## src/rtl/ebd_pkg.sv

```systemverilog
package ebd_pkg;

    localparam int WINDOW    = 15;
    localparam int IDX_W     = 4;
    localparam int SAMPLE_W  = 16;
    localparam int MAG_W     = SAMPLE_W + 1;
    localparam int SUM_W     = 19;
    localparam int ENERGY_W  = 16;
    localparam int AVG_W     = 24;
    localparam int GAIN_W    = 10;
    localparam int THR_W     = 16;
    localparam int BURST_W   = 4;
    localparam int SCALED_W  = AVG_W + GAIN_W - 16;
    localparam int EXCESS_W  = SCALED_W + 1;
    localparam int UPD_W     = AVG_W + 4;

    // floor(sum / WINDOW) by reciprocal, one correction step
    localparam int RECIP_W = SUM_W + 1;
    localparam logic [RECIP_W-1:0] WIN_RECIP = RECIP_W'((64'd1 << SUM_W) / WINDOW);
    localparam logic [SUM_W-1:0]   WIN_CONST = SUM_W'(WINDOW);

    // floor(t / 10) by reciprocal, one correction step
    localparam int TEN_SHIFT = UPD_W;
    localparam int TEN_RECIP_W = UPD_W - 3;
    localparam logic [TEN_RECIP_W-1:0] TEN_RECIP = TEN_RECIP_W'((64'd1 << TEN_SHIFT) / 10);
    localparam logic [UPD_W-1:0]       TEN_CONST = UPD_W'(10);
    localparam logic [UPD_W-1:0]       NINE_CONST = UPD_W'(9);

    localparam int CFG_IDX_W  = 8;
    localparam int CFG_DATA_W = 16;

    typedef enum logic [CFG_IDX_W-1:0] {
        CFG_GAIN      = 8'd0,
        CFG_MARGIN    = 8'd1,
        CFG_LOUD      = 8'd2,
        CFG_MAX_BURST = 8'd3
    } cfg_index_t;

    localparam logic [GAIN_W-1:0]  GAIN_RESET      = GAIN_W'(282);
    localparam logic [THR_W-1:0]   MARGIN_RESET    = THR_W'(160);
    localparam logic [THR_W-1:0]   LOUD_RESET      = THR_W'(480);
    localparam logic [BURST_W-1:0] MAX_BURST_RESET = BURST_W'(15);

    localparam int OUT_W       = 1 + BURST_W + 3 * ENERGY_W;
    localparam int OUT_TDATA_W = ((OUT_W + 7) / 8) * 8;

    typedef struct packed {
        logic [GAIN_W-1:0]  gain;
        logic [THR_W-1:0]   margin;
        logic [THR_W-1:0]   loud;
        logic [BURST_W-1:0] max_burst;
    } ebd_cfg_t;

    typedef struct packed {
        logic [ENERGY_W-1:0] running_average;
        logic [ENERGY_W-1:0] frame_energy;
        logic [ENERGY_W-1:0] beat_strength;
        logic [BURST_W-1:0]  burst_count;
        logic                beat;
    } ebd_result_t;

endpackage

```

## src/rtl/ebd_frame_math.sv

```systemverilog
module ebd_frame_math (
    input  logic                    clk,
    input  logic                    rst_n,
    input  logic                    start,
    input  logic [ebd_pkg::SUM_W-1:0] sum,
    input  ebd_pkg::ebd_cfg_t       cfg,
    output logic                    res_valid,
    output ebd_pkg::ebd_result_t    res,
    output logic                    busy
);
    import ebd_pkg::*;

    logic                    v1_reg, v2_reg, v3_reg, v4_reg, v5_reg;
    logic [SUM_W-1:0]        sum1_reg, sum2_reg;
    logic [SUM_W-1:0]        q0_2_reg;
    logic [ENERGY_W-1:0]     e3_reg, e4_reg;
    logic [ENERGY_W-1:0]     avg_hi4_reg;
    logic [SCALED_W-1:0]     scaled4_reg;
    logic [UPD_W-1:0]        t4_reg, t5_reg;
    logic [UPD_W-1:0]        q5_reg;
    logic [AVG_W-1:0]        avg_reg;

    logic [SUM_W+RECIP_W-1:0]     prod1;
    logic [SUM_W-1:0]             q0_next;
    logic [SUM_W-1:0]             mulw2;
    logic [SUM_W-1:0]             rem2;
    logic [SUM_W-1:0]             energy_full;
    logic [AVG_W-1:0]             seeded;
    logic [AVG_W+GAIN_W-1:0]      prod_gain;
    logic [UPD_W-1:0]             t_next;
    logic [UPD_W+TEN_RECIP_W-1:0] prod_ten;
    logic [UPD_W-1:0]             mul10;
    logic [UPD_W-1:0]             rem5;
    logic [UPD_W-1:0]             avg_full;
    logic signed [EXCESS_W-1:0]   excess;
    logic [ENERGY_W-1:0]          strength;
    logic                         beat;
    logic [ENERGY_W-7:0]          burst_raw;
    logic [BURST_W-1:0]           burst;

    // stage 1 -> 2: reciprocal estimate of sum / WINDOW
    assign prod1   = SUM_W'(0) + sum1_reg * WIN_RECIP;
    assign q0_next = prod1[SUM_W+RECIP_W-1:SUM_W] > (SUM_W+RECIP_W-SUM_W)'(0)
                     ? SUM_W'(prod1[SUM_W+RECIP_W-1:SUM_W]) : SUM_W'(0);

    // stage 2 -> 3: correct the estimate by at most one
    assign mulw2       = q0_2_reg * WIN_CONST;
    assign rem2        = sum2_reg - mulw2;
    assign energy_full = q0_2_reg + SUM_W'(rem2 >= WIN_CONST);

    // stage 3 -> 4: seed an empty average, scale it and start the update
    assign seeded    = (avg_reg == AVG_W'(0)) ? {e3_reg, 8'd0} : avg_reg;
    assign prod_gain = seeded * cfg.gain;
    assign t_next    = UPD_W'(seeded) * NINE_CONST + UPD_W'({e3_reg, 8'd0});

    // stage 4: beat decision
    assign excess    = $signed({3'd0, e4_reg}) - $signed({1'b0, scaled4_reg});
    always_comb
    begin
        if (excess <= $signed(EXCESS_W'(0)))
            strength = '0;
        else if (excess[EXCESS_W-1:ENERGY_W] != '0)
            strength = '1;
        else
            strength = excess[ENERGY_W-1:0];
    end
    assign beat      = (excess > $signed({3'd0, cfg.margin})) && (e4_reg > cfg.loud);
    assign burst_raw = strength[ENERGY_W-1:6];
    always_comb
    begin
        if (!beat)
            burst = '0;
        else if (burst_raw > (ENERGY_W-6)'(cfg.max_burst))
            burst = cfg.max_burst;
        else
            burst = burst_raw[BURST_W-1:0];
    end

    assign res_valid           = v4_reg;
    assign res.beat            = beat;
    assign res.burst_count     = burst;
    assign res.beat_strength   = strength;
    assign res.frame_energy    = e4_reg;
    assign res.running_average = avg_hi4_reg;

    // stage 4 -> 5: reciprocal estimate of t / 10, then correct in stage 5
    assign prod_ten = t4_reg * TEN_RECIP;
    assign mul10    = q5_reg * TEN_CONST;
    assign rem5     = t5_reg - mul10;
    assign avg_full = q5_reg + UPD_W'(rem5 >= TEN_CONST);

    assign busy = v1_reg | v2_reg | v3_reg | v4_reg | v5_reg;

    always_ff @(posedge clk or negedge rst_n)
    begin
        if (!rst_n)
        begin
            v1_reg  <= 1'b0;
            v2_reg  <= 1'b0;
            v3_reg  <= 1'b0;
            v4_reg  <= 1'b0;
            v5_reg  <= 1'b0;
            avg_reg <= '0;
        end
        else
        begin
            v1_reg <= start;
            v2_reg <= v1_reg;
            v3_reg <= v2_reg;
            v4_reg <= v3_reg;
            v5_reg <= v4_reg;
            if (v5_reg)
                avg_reg <= avg_full[AVG_W-1:0];
        end
    end

    always_ff @(posedge clk)
    begin
        if (start)
            sum1_reg <= sum;
        sum2_reg    <= sum1_reg;
        q0_2_reg    <= q0_next;
        e3_reg      <= energy_full[ENERGY_W-1:0];
        e4_reg      <= e3_reg;
        avg_hi4_reg <= seeded[AVG_W-1:8];
        scaled4_reg <= prod_gain[AVG_W+GAIN_W-1:16];
        t4_reg      <= t_next;
        t5_reg      <= t4_reg;
        q5_reg      <= UPD_W'(prod_ten[UPD_W+TEN_RECIP_W-1:TEN_SHIFT]);
    end

endmodule

```

## src/rtl/energy_beat_detector_core.sv

```systemverilog
// A frame's result goes through the frame-math stages and then the output register.
// Throughput: one sample per cycle; a frame-closing sample waits only while the previous
// frame's 5-stage average update is in flight or its result has not been taken.
// Reset (rst_n low, asynchronous): accumulator, sample count and average cleared,
// configuration set to its defaults, output empty; samples accepted right after.
module energy_beat_detector_core (
    input  logic                                 clk,
    input  logic                                 rst_n,
    input  logic                                 s_axis_tvalid,
    output logic                                 s_axis_tready,
    input  logic [ebd_pkg::SAMPLE_W-1:0]         s_axis_tdata,   // [15:0] sample
    output logic                                 m_axis_tvalid,
    input  logic                                 m_axis_tready,
    // [0] beat, [4:1] burst_count, [20:5] beat_strength, [36:21] frame_energy,
    // [52:37] running_average, [55:53] zero
    output logic [ebd_pkg::OUT_TDATA_W-1:0]      m_axis_tdata,
    input  logic                                 cfg_valid,
    output logic                                 cfg_ready,
    input  logic [ebd_pkg::CFG_IDX_W-1:0]        cfg_index,
    input  logic [ebd_pkg::CFG_DATA_W-1:0]       cfg_data
);
    import ebd_pkg::*;

    ebd_cfg_t             cfg_reg;
    logic [SUM_W-1:0]     abs_sum_reg;
    logic [IDX_W-1:0]     sample_index_reg;
    logic                 out_valid_reg;
    logic [OUT_W-1:0]     out_data_reg;

    logic [MAG_W-1:0]     mag;
    logic [SUM_W-1:0]     sum_full;
    logic                 closing;
    logic                 accept;
    logic                 start;
    logic                 busy;
    logic                 res_valid;
    ebd_result_t          res;

    assign mag      = s_axis_tdata[SAMPLE_W-1]
                      ? (MAG_W'(1) << SAMPLE_W) - MAG_W'(s_axis_tdata)
                      : MAG_W'(s_axis_tdata);
    assign sum_full = abs_sum_reg + SUM_W'(mag);
    assign closing  = ((IDX_W+1)'(sample_index_reg) + (IDX_W+1)'(1)) >= (IDX_W+1)'(WINDOW);

    // hold a closing sample until the frame pipeline and output slot are free
    assign s_axis_tready = !closing || (!busy && !out_valid_reg);
    assign accept        = s_axis_tvalid && s_axis_tready;
    assign start         = accept && closing;

    assign cfg_ready     = 1'b1;
    assign m_axis_tvalid = out_valid_reg;
    assign m_axis_tdata  = OUT_TDATA_W'(out_data_reg);

    ebd_frame_math u_math (
        .clk       (clk),
        .rst_n     (rst_n),
        .start     (start),
        .sum       (sum_full),
        .cfg       (cfg_reg),
        .res_valid (res_valid),
        .res       (res),
        .busy      (busy)
    );

    always_ff @(posedge clk or negedge rst_n)
    begin
        if (!rst_n)
        begin
            cfg_reg.gain      <= GAIN_RESET;
            cfg_reg.margin    <= MARGIN_RESET;
            cfg_reg.loud      <= LOUD_RESET;
            cfg_reg.max_burst <= MAX_BURST_RESET;
            abs_sum_reg       <= '0;
            sample_index_reg  <= '0;
            out_valid_reg     <= 1'b0;
        end
        else
        begin
            if (cfg_valid && cfg_ready)
            begin
                case (cfg_index)
                    CFG_GAIN:      cfg_reg.gain      <= cfg_data[GAIN_W-1:0];
                    CFG_MARGIN:    cfg_reg.margin    <= cfg_data[THR_W-1:0];
                    CFG_LOUD:      cfg_reg.loud      <= cfg_data[THR_W-1:0];
                    CFG_MAX_BURST: cfg_reg.max_burst <= cfg_data[BURST_W-1:0];
                    default:       ;
                endcase
            end
            if (accept)
            begin
                if (closing)
                begin
                    abs_sum_reg      <= '0;
                    sample_index_reg <= '0;
                end
                else
                begin
                    abs_sum_reg      <= sum_full;
                    sample_index_reg <= sample_index_reg + IDX_W'(1);
                end
            end
            if (res_valid)
                out_valid_reg <= 1'b1;
            else if (m_axis_tready)
                out_valid_reg <= 1'b0;
        end
    end

    always_ff @(posedge clk)
    begin
        if (res_valid)
            out_data_reg <= res;
    end

endmodule

```

## config.mk

```make
export PLATFORM = sky130hd
export DESIGN_NAME = energy_beat_detector_core
export DESIGN_NICKNAME = d
export VERILOG_FILES = /design/src/rtl/ebd_pkg.sv /design/src/rtl/ebd_frame_math.sv /design/src/rtl/energy_beat_detector_core.sv
export SDC_FILE = /design/constraint.sdc
export NUM_CORES = 2
export LEC_CHECK = 0
export BUFFER_PORTS_ARGS = -buffer_cell sky130_fd_sc_hd__buf_2
export CORE_MARGIN = 2
export CORE_UTILIZATION = 55
export DETAILED_ROUTE_END_ITERATION = 7
export MAX_ROUTING_LAYER = met4
export PLACE_DENSITY_LB_ADDON = 0.3
export SLEW_MARGIN = 20
export SYNTH_ARGS = -nofsm -noshare
export SYNTH_HDL_FRONTEND = slang
export SYNTH_SLANG_ARGS = --single-unit
```

## constraint.sdc

```tcl
create_clock -name clk -period 7.9 [get_ports clk]
set_clock_uncertainty 0.1 [all_clocks]
set_input_delay 0.395 -clock clk [delete_from_list [all_inputs] [get_ports clk]]
set_output_delay 0.395 -clock clk [all_outputs]
set_load 0.005 [all_outputs]
```

# After elaboration in Yosys (flattened, before gate mapping)
# Cells that the tools add are included.
dict set report word_totals {
  input_bits 45
  output_inout_bits 59
  wordCells 82
  ff_bits 353
}
dict set report classes {
  addsub 10
  bitwise 4
  n_mul 6
  eq_ne 3
  n_reduce_logical 16
  n_mux 9
  order_cmp 8
}
# operator count
set ops {}
lappend ops {{28-bit by 25-bit multiplier with 53-bit output, second input constant} 1}
lappend ops {{24-bit by 10-bit multiplier with 34-bit output} 1}
lappend ops {{19-bit by 13-bit multiplier with 32-bit output, second input constant} 1}
lappend ops {{16-bit two-way mux} 2}
lappend ops {{28-bit by 24-bit adder with 28-bit output} 1}
lappend ops {{28-bit by 4-bit >= comparator with 1-bit output, second input constant} 1}
lappend ops {{24-bit by 4-bit multiplier with 28-bit output, second input constant} 1}
lappend ops {{28-bit subtractor} 1}
lappend ops {{25-bit by 3-bit multiplier with 27-bit output, second input constant} 1}
lappend ops {{24-bit by 1-bit adder with 24-bit output} 1}
lappend ops {{24-bit logical NOT} 1}
lappend ops {{24-bit two-way mux} 1}
lappend ops {{19-bit by 17-bit adder with 19-bit output} 1}
lappend ops {{19-bit by 4-bit >= comparator with 1-bit output, second input constant} 1}
lappend ops {{19-bit by 17-bit > comparator with 1-bit output} 1}
lappend ops {{19-bit by 1-bit less-or-equal comparator with 1-bit output, second input constant} 1}
lappend ops {{16-bit by 4-bit multiplier with 19-bit output, second input constant} 1}
lappend ops {{19-bit two-way mux} 1}
lappend ops {{16-bit by 18-bit subtractor with 19-bit output} 1}
lappend ops {{19-bit subtractor} 1}
lappend ops {{17-bit two-way mux} 1}
lappend ops {{17-bit by 16-bit subtractor with 17-bit output, first input constant} 1}
lappend ops {{16-bit by 1-bit adder with 16-bit output} 1}
lappend ops {{8-bit by 2-bit == test with 1-bit output, second input constant} 2}
lappend ops {{17 further kinds} 30}

# Depth between registers and ports, before layout
dict set report logic_depth {
  word_depth 9
  ltp_mapped 36
  ltp_nobuf 36
}

# Modules after synthesis
# From an unflattened synthesis, not the netlist that was laid out.
dict set report hier_totals {
  hier_cells 4094
  hier_area_um2 40333.7
}
# mod n_inst area_per_inst_um2 seq_area_each_um2 cells_per_inst
set modules_own_cells {}
lappend modules_own_cells {ebd_frame_math 1 34479.3 4919.7 3674}
lappend modules_own_cells {energy_beat_detector_core 1 5854.4 3360.7 420}

# Least setup slack after synthesis
# No wires, ideal clock.
dict set report synth_path {
  kind {reg2reg}
  start {reg u_math.avg_reg[19]}
  end {reg u_math.scaled4_reg[15]}
  required_time_ns 7.728
  path_buffers 2
  arrival_ns 7.080
  path_stages_with_launch 27
  synth_period_minus_slack_ns 7.252
  setup_ns 0.072
  setup_slack_ns 0.648
  cell_sequence {dfrtp_1 > nor4_1 > nand4_1 > nor2_1 > clkbuf_1 > a21o_1 > clkbuf_1 > nand2_1 > fa_1 > inv_1 > fa_1 > fa_1 > fa_1 > inv_1 > fa_1 > inv_1 > ha_1 > a211oi_1 > o21ai_0 > a32o_1 > a211oi_2 > o32ai_1 > a2111oi_1 > nor3_1 > or3_1 > a21oi_1 > xnor2_1}
}
dict set report synth_between {
  elab_chain_cells 3
}
# item line
set synth_lines {}
lappend synth_lines {{from (decl)} ebd_frame_math.sv:21} ;# logic [AVG_W-1:0] avg_reg;
lappend synth_lines {{from (signal assigned)} ebd_frame_math.sv:113} ;# avg_reg <= avg_full[AVG_W-1:0];
lappend synth_lines {{24-bit logical NOT} ebd_frame_math.sv:52} ;# assign seeded = (avg_reg == AVG_W'(0)) ? {e3_reg, 8'd0} : avg_reg;
lappend synth_lines {{24-bit two-way mux} ebd_frame_math.sv:52}
lappend synth_lines {{net u_math.seeded[10]} ebd_frame_math.sv:28} ;# logic [AVG_W-1:0] seeded;
lappend synth_lines {{24-bit by 10-bit multiplier with 34-bit output} ebd_frame_math.sv:53} ;# assign prod_gain = seeded * cfg.gain;
lappend synth_lines {{net u_math.prod_gain[31]} ebd_frame_math.sv:29} ;# logic [AVG_W+GAIN_W-1:0] prod_gain;
lappend synth_lines {{to (signal assigned)} ebd_frame_math.sv:126} ;# scaled4_reg <= prod_gain[AVG_W+GAIN_W-1:16];
lappend synth_lines {{to (decl)} ebd_frame_math.sv:18} ;# logic [SCALED_W-1:0] scaled4_reg;
# The timed path passes the listed nets, and every way through them passes these cells.
# A chain may end at the register's enable or synchronous reset.

# Final worst setup path
dict set report layout_path {
  start {reg u_math.avg_reg[11]}
  end {reg u_math.scaled4_reg[15]}
}
dict set report layout_between {
  elab_chain_cells 3
}
# item line
set layout_lines {}
lappend layout_lines {{24-bit logical NOT} ebd_frame_math.sv:52}
lappend layout_lines {{24-bit two-way mux (*)} ebd_frame_math.sv:52}
lappend layout_lines {{24-bit by 10-bit multiplier with 34-bit output (*)} ebd_frame_math.sv:53}
lappend layout_lines {{net u_math.prod_gain[31]} ebd_frame_math.sv:29}
# Mark *: on every way through the listed nets, which the timed path passes. The rest lies on a longest branch.

==> impl_metrics.csv <==
group,metric,value,unit
final_layout,final_common_cell,"inv_1",
sta,min_period,7.47,ns
sta,fin_setup_tns,0,ns
logic_synthesis,synth.yosys.seq_area_share,0.208,
logic_synthesis,synth-seq-cells,352,
floorplan,die_area,74600,um^2
global_route,grt_pass1_wl,154000,um
detailed_routing,antenna_left,0,
detailed_routing,drcViolationCount,0,
cts,cts.reportedPaths.clkPinSlew,0.06,ns
floorplan,initial_core_util,0.557,
final_layout,largest_reg_flops,53,
placement,post-dp-hpwl,77700,um
logic_synthesis,synth_cell_type_count,93,
logic_synthesis,synthesis.area,39900,um^2
sta,fin_crit_sh,0.945,
final_layout,drive_above_1_share,0.0774,
setup_path,crit_slowest_cell,"fa_1",
placement,port_buffers,99,
setup_path,cpMostUsedCell,"fa_1",
run,drv_cap,0,
detailed_routing,firstDrtPassIters,8,
hold_path,hold_class,"in -> reg",
sta,rsz0062_at_grt,"no",
setup_path,critPathMaxStageDelay,0.58,ns
global_route,grt_start_max_net_pins,67,
sta,hold_viol,0,
sta,clock.fmax,134,MHz
setup_path,start_kind,"register",
logic_synthesis,synth_edf_count,72,
logic_synthesis,ys.flop_type,"dfxtp_1",
floorplan,dieHeight,273,um
cts,cts_tree,"yes",
setup_path,critical_path_class,"reg -> reg",
cts,h-tree-depth,2,
detailed_routing,drt-vias-per-instance,5.47,
final_layout,area_delta_synth_final,8.04,%
cts,cts_root_buffer,"clkbuf_16",
cts,clk_latency,0.57,ns
setup_path,cp.required,8.29,ns
floorplan,num_rows,98,
global_route,grt-ovfl-total,0,
final_layout,fin_area,43100,um^2
floorplan,die_w,273,um
sta,setup_viol,0,
placement,dpl_cell_area,41500,um^2
final_layout,fin_nets,5332,
logic_synthesis,avgSynthCellArea,9.88,um^2
logic_synthesis,yosysWarnings,0,
setup_path,arrival,7.86,ns
placement,gp_congestion,0.979,
global_route,grt.total_usage,0.269,
sta,slew_headroom,0.342,
cts,clk_path_buf_depth,3,
cts,numClockSinks,352,
sta,worst_pin_slew,0.987,ns
global_route,antenna_found_initial,0,
setup_path,crit_path_cell_trace,"nor4_1 > nand4_1 > nor2_2 > buf_4 > a21o_1 > nand2_1 > fa_1 > inv_1 > fa_1 > fa_1 > fa_1 > inv_1 > fa_1 > inv_1 > ha_1 > and3_1 > a32o_1 > a211oi_4 > o32ai_1 > a2111oi_2 > nor3_1 > or3_1 > a21oi_1 > xnor2_1",
floorplan,io_pins,104,
setup_path,critPathMaxFanout,9,
detailed_routing,wirelength,93700,um
outcome,status,"complete, no violations",
floorplan,core-area,71600,um^2
detailed_routing,drt_iter0_markers,1993,
global_route,grt_pass1_vias,29000,
final_layout,final_cell_mix,"inv_1 (880), ha_1 (618), fa_1 (514)",
logic_synthesis,syn_inst,4034,
sta,drv_slew,0,
final_layout,diodes,0,
setup_path,path_delay_family,"adder cells",
detailed_routing,wl_per_cell,18.3,um
setup_path,worst_setup_path_end_kind,"register",
cts,numCtsBuffers,39,
detailed_routing,via_count,28100,
setup_path,path_buf_inv,4,
logic_synthesis,synthArstFlopShare,0.281,
-- synth_stat cells, types with 45 or more instances --
| cell type | n | area share |
|---|---|---|
| ha_1 | 618 | 0.19 |
| and2_1 | 124 | 0.019 |
| nand2_1 | 227 | 0.021 |
| xor2_1 | 68 | 0.015 |
| dfrtp_1 | 85 | 0.053 |
| edfxtp_1 | 72 | 0.054 |
| a21oi_1 | 161 | 0.020 |
| dfxtp_1 | 181 | 0.091 |
| a21o_1 | 80 | 0.015 |
| clkbuf_1 | 67 | 0.0063 |
| nand3_1 | 45 | 0.0057 |
| fa_1 | 514 | 0.26 |
| mux2_2 | 49 | 0.014 |
| nor2_1 | 145 | 0.014 |
| nor3_1 | 46 | 0.0058 |
| xnor2_1 | 123 | 0.027 |
| inv_1 | 880 | 0.083 |
| o21ai_0 | 95 | 0.012 |
-- final timing paths --
kind / cells past startpoint / slack (ns) / endpoint / start
min in group asynchronous: 2 / 0.23 / cfg_reg[20] / rst_n
worst max-delay path: 24 / 0.43 / u_math.scaled4_reg[15] / u_math.avg_reg[11]
worst max register to register: 24 / 0.43 / u_math.scaled4_reg[15] / u_math.avg_reg[11]
worst min-delay path: 2 / 0.02 / cfg_reg[11] / cfg_data[7]
max in group asynchronous: 3 / 6.08 / u_math.res_valid / rst_n
worst min register to register: 0 / 0.28 / u_math.v3_reg / u_math.v2_reg
-- stage by stage --
step	hold slack, ns	utilization	cells	worst slack (ns)
detailed placement	0.266	0.580	5051	0.177
global route	0.00364	0.601	5136	0.0130
floorplan	-0.000591	-	4037	0.648
finish	0.0186	0.601	5136	0.434
global placement	0.259	0.580	5051	0.119
CTS	0.00130	0.600	5136	0.109
-- repair_timing --
action,4_1_cts,5_1_grt
gates resized for setup,0,20
buffers inserted,0,0
hold buffers,13,0
hold endpoints to repair,57,0
setup endpoints to repair,0,22
-- cells by family (layout without fill, tap and decap cells) --
family,after synthesis,after routing,synth area share
AND/OR/NAND/NOR,774,774,0.0972
adder cells (fa/ha/maj),1132,1132,0.452
other,2,5,0.000188
multiplexers,52,52,0.0146
AO/OA/AOI/OAI,575,575,0.0953
flip-flops,352,352,0.208
buffers and inverters,956,1105,0.0907
XOR/XNOR,191,191,0.0420
-- per-layer routing --
metal,share of wire,up-vias,track usage
li1,-,13300,-
met5,0,-,-
met2,0.47,829,0.422
met4,0.034,0,0.0823
met3,0.058,195,0.0353
met1,0.44,13800,0.365
-- final cells by class --
cell class	instances	area [um^2]
clock inverter	20	179
sequential	352	8290
multi-input combinational	2729	28000
inverter	880	3300
clock buffer	52	1130
fill	6128	28600
tap	950	1190
timing repair buffer	153	936
Power is left out: the tool's default activity adds up to more than one toggle a clock period on the data nets, which glitch-free logic cannot reach.
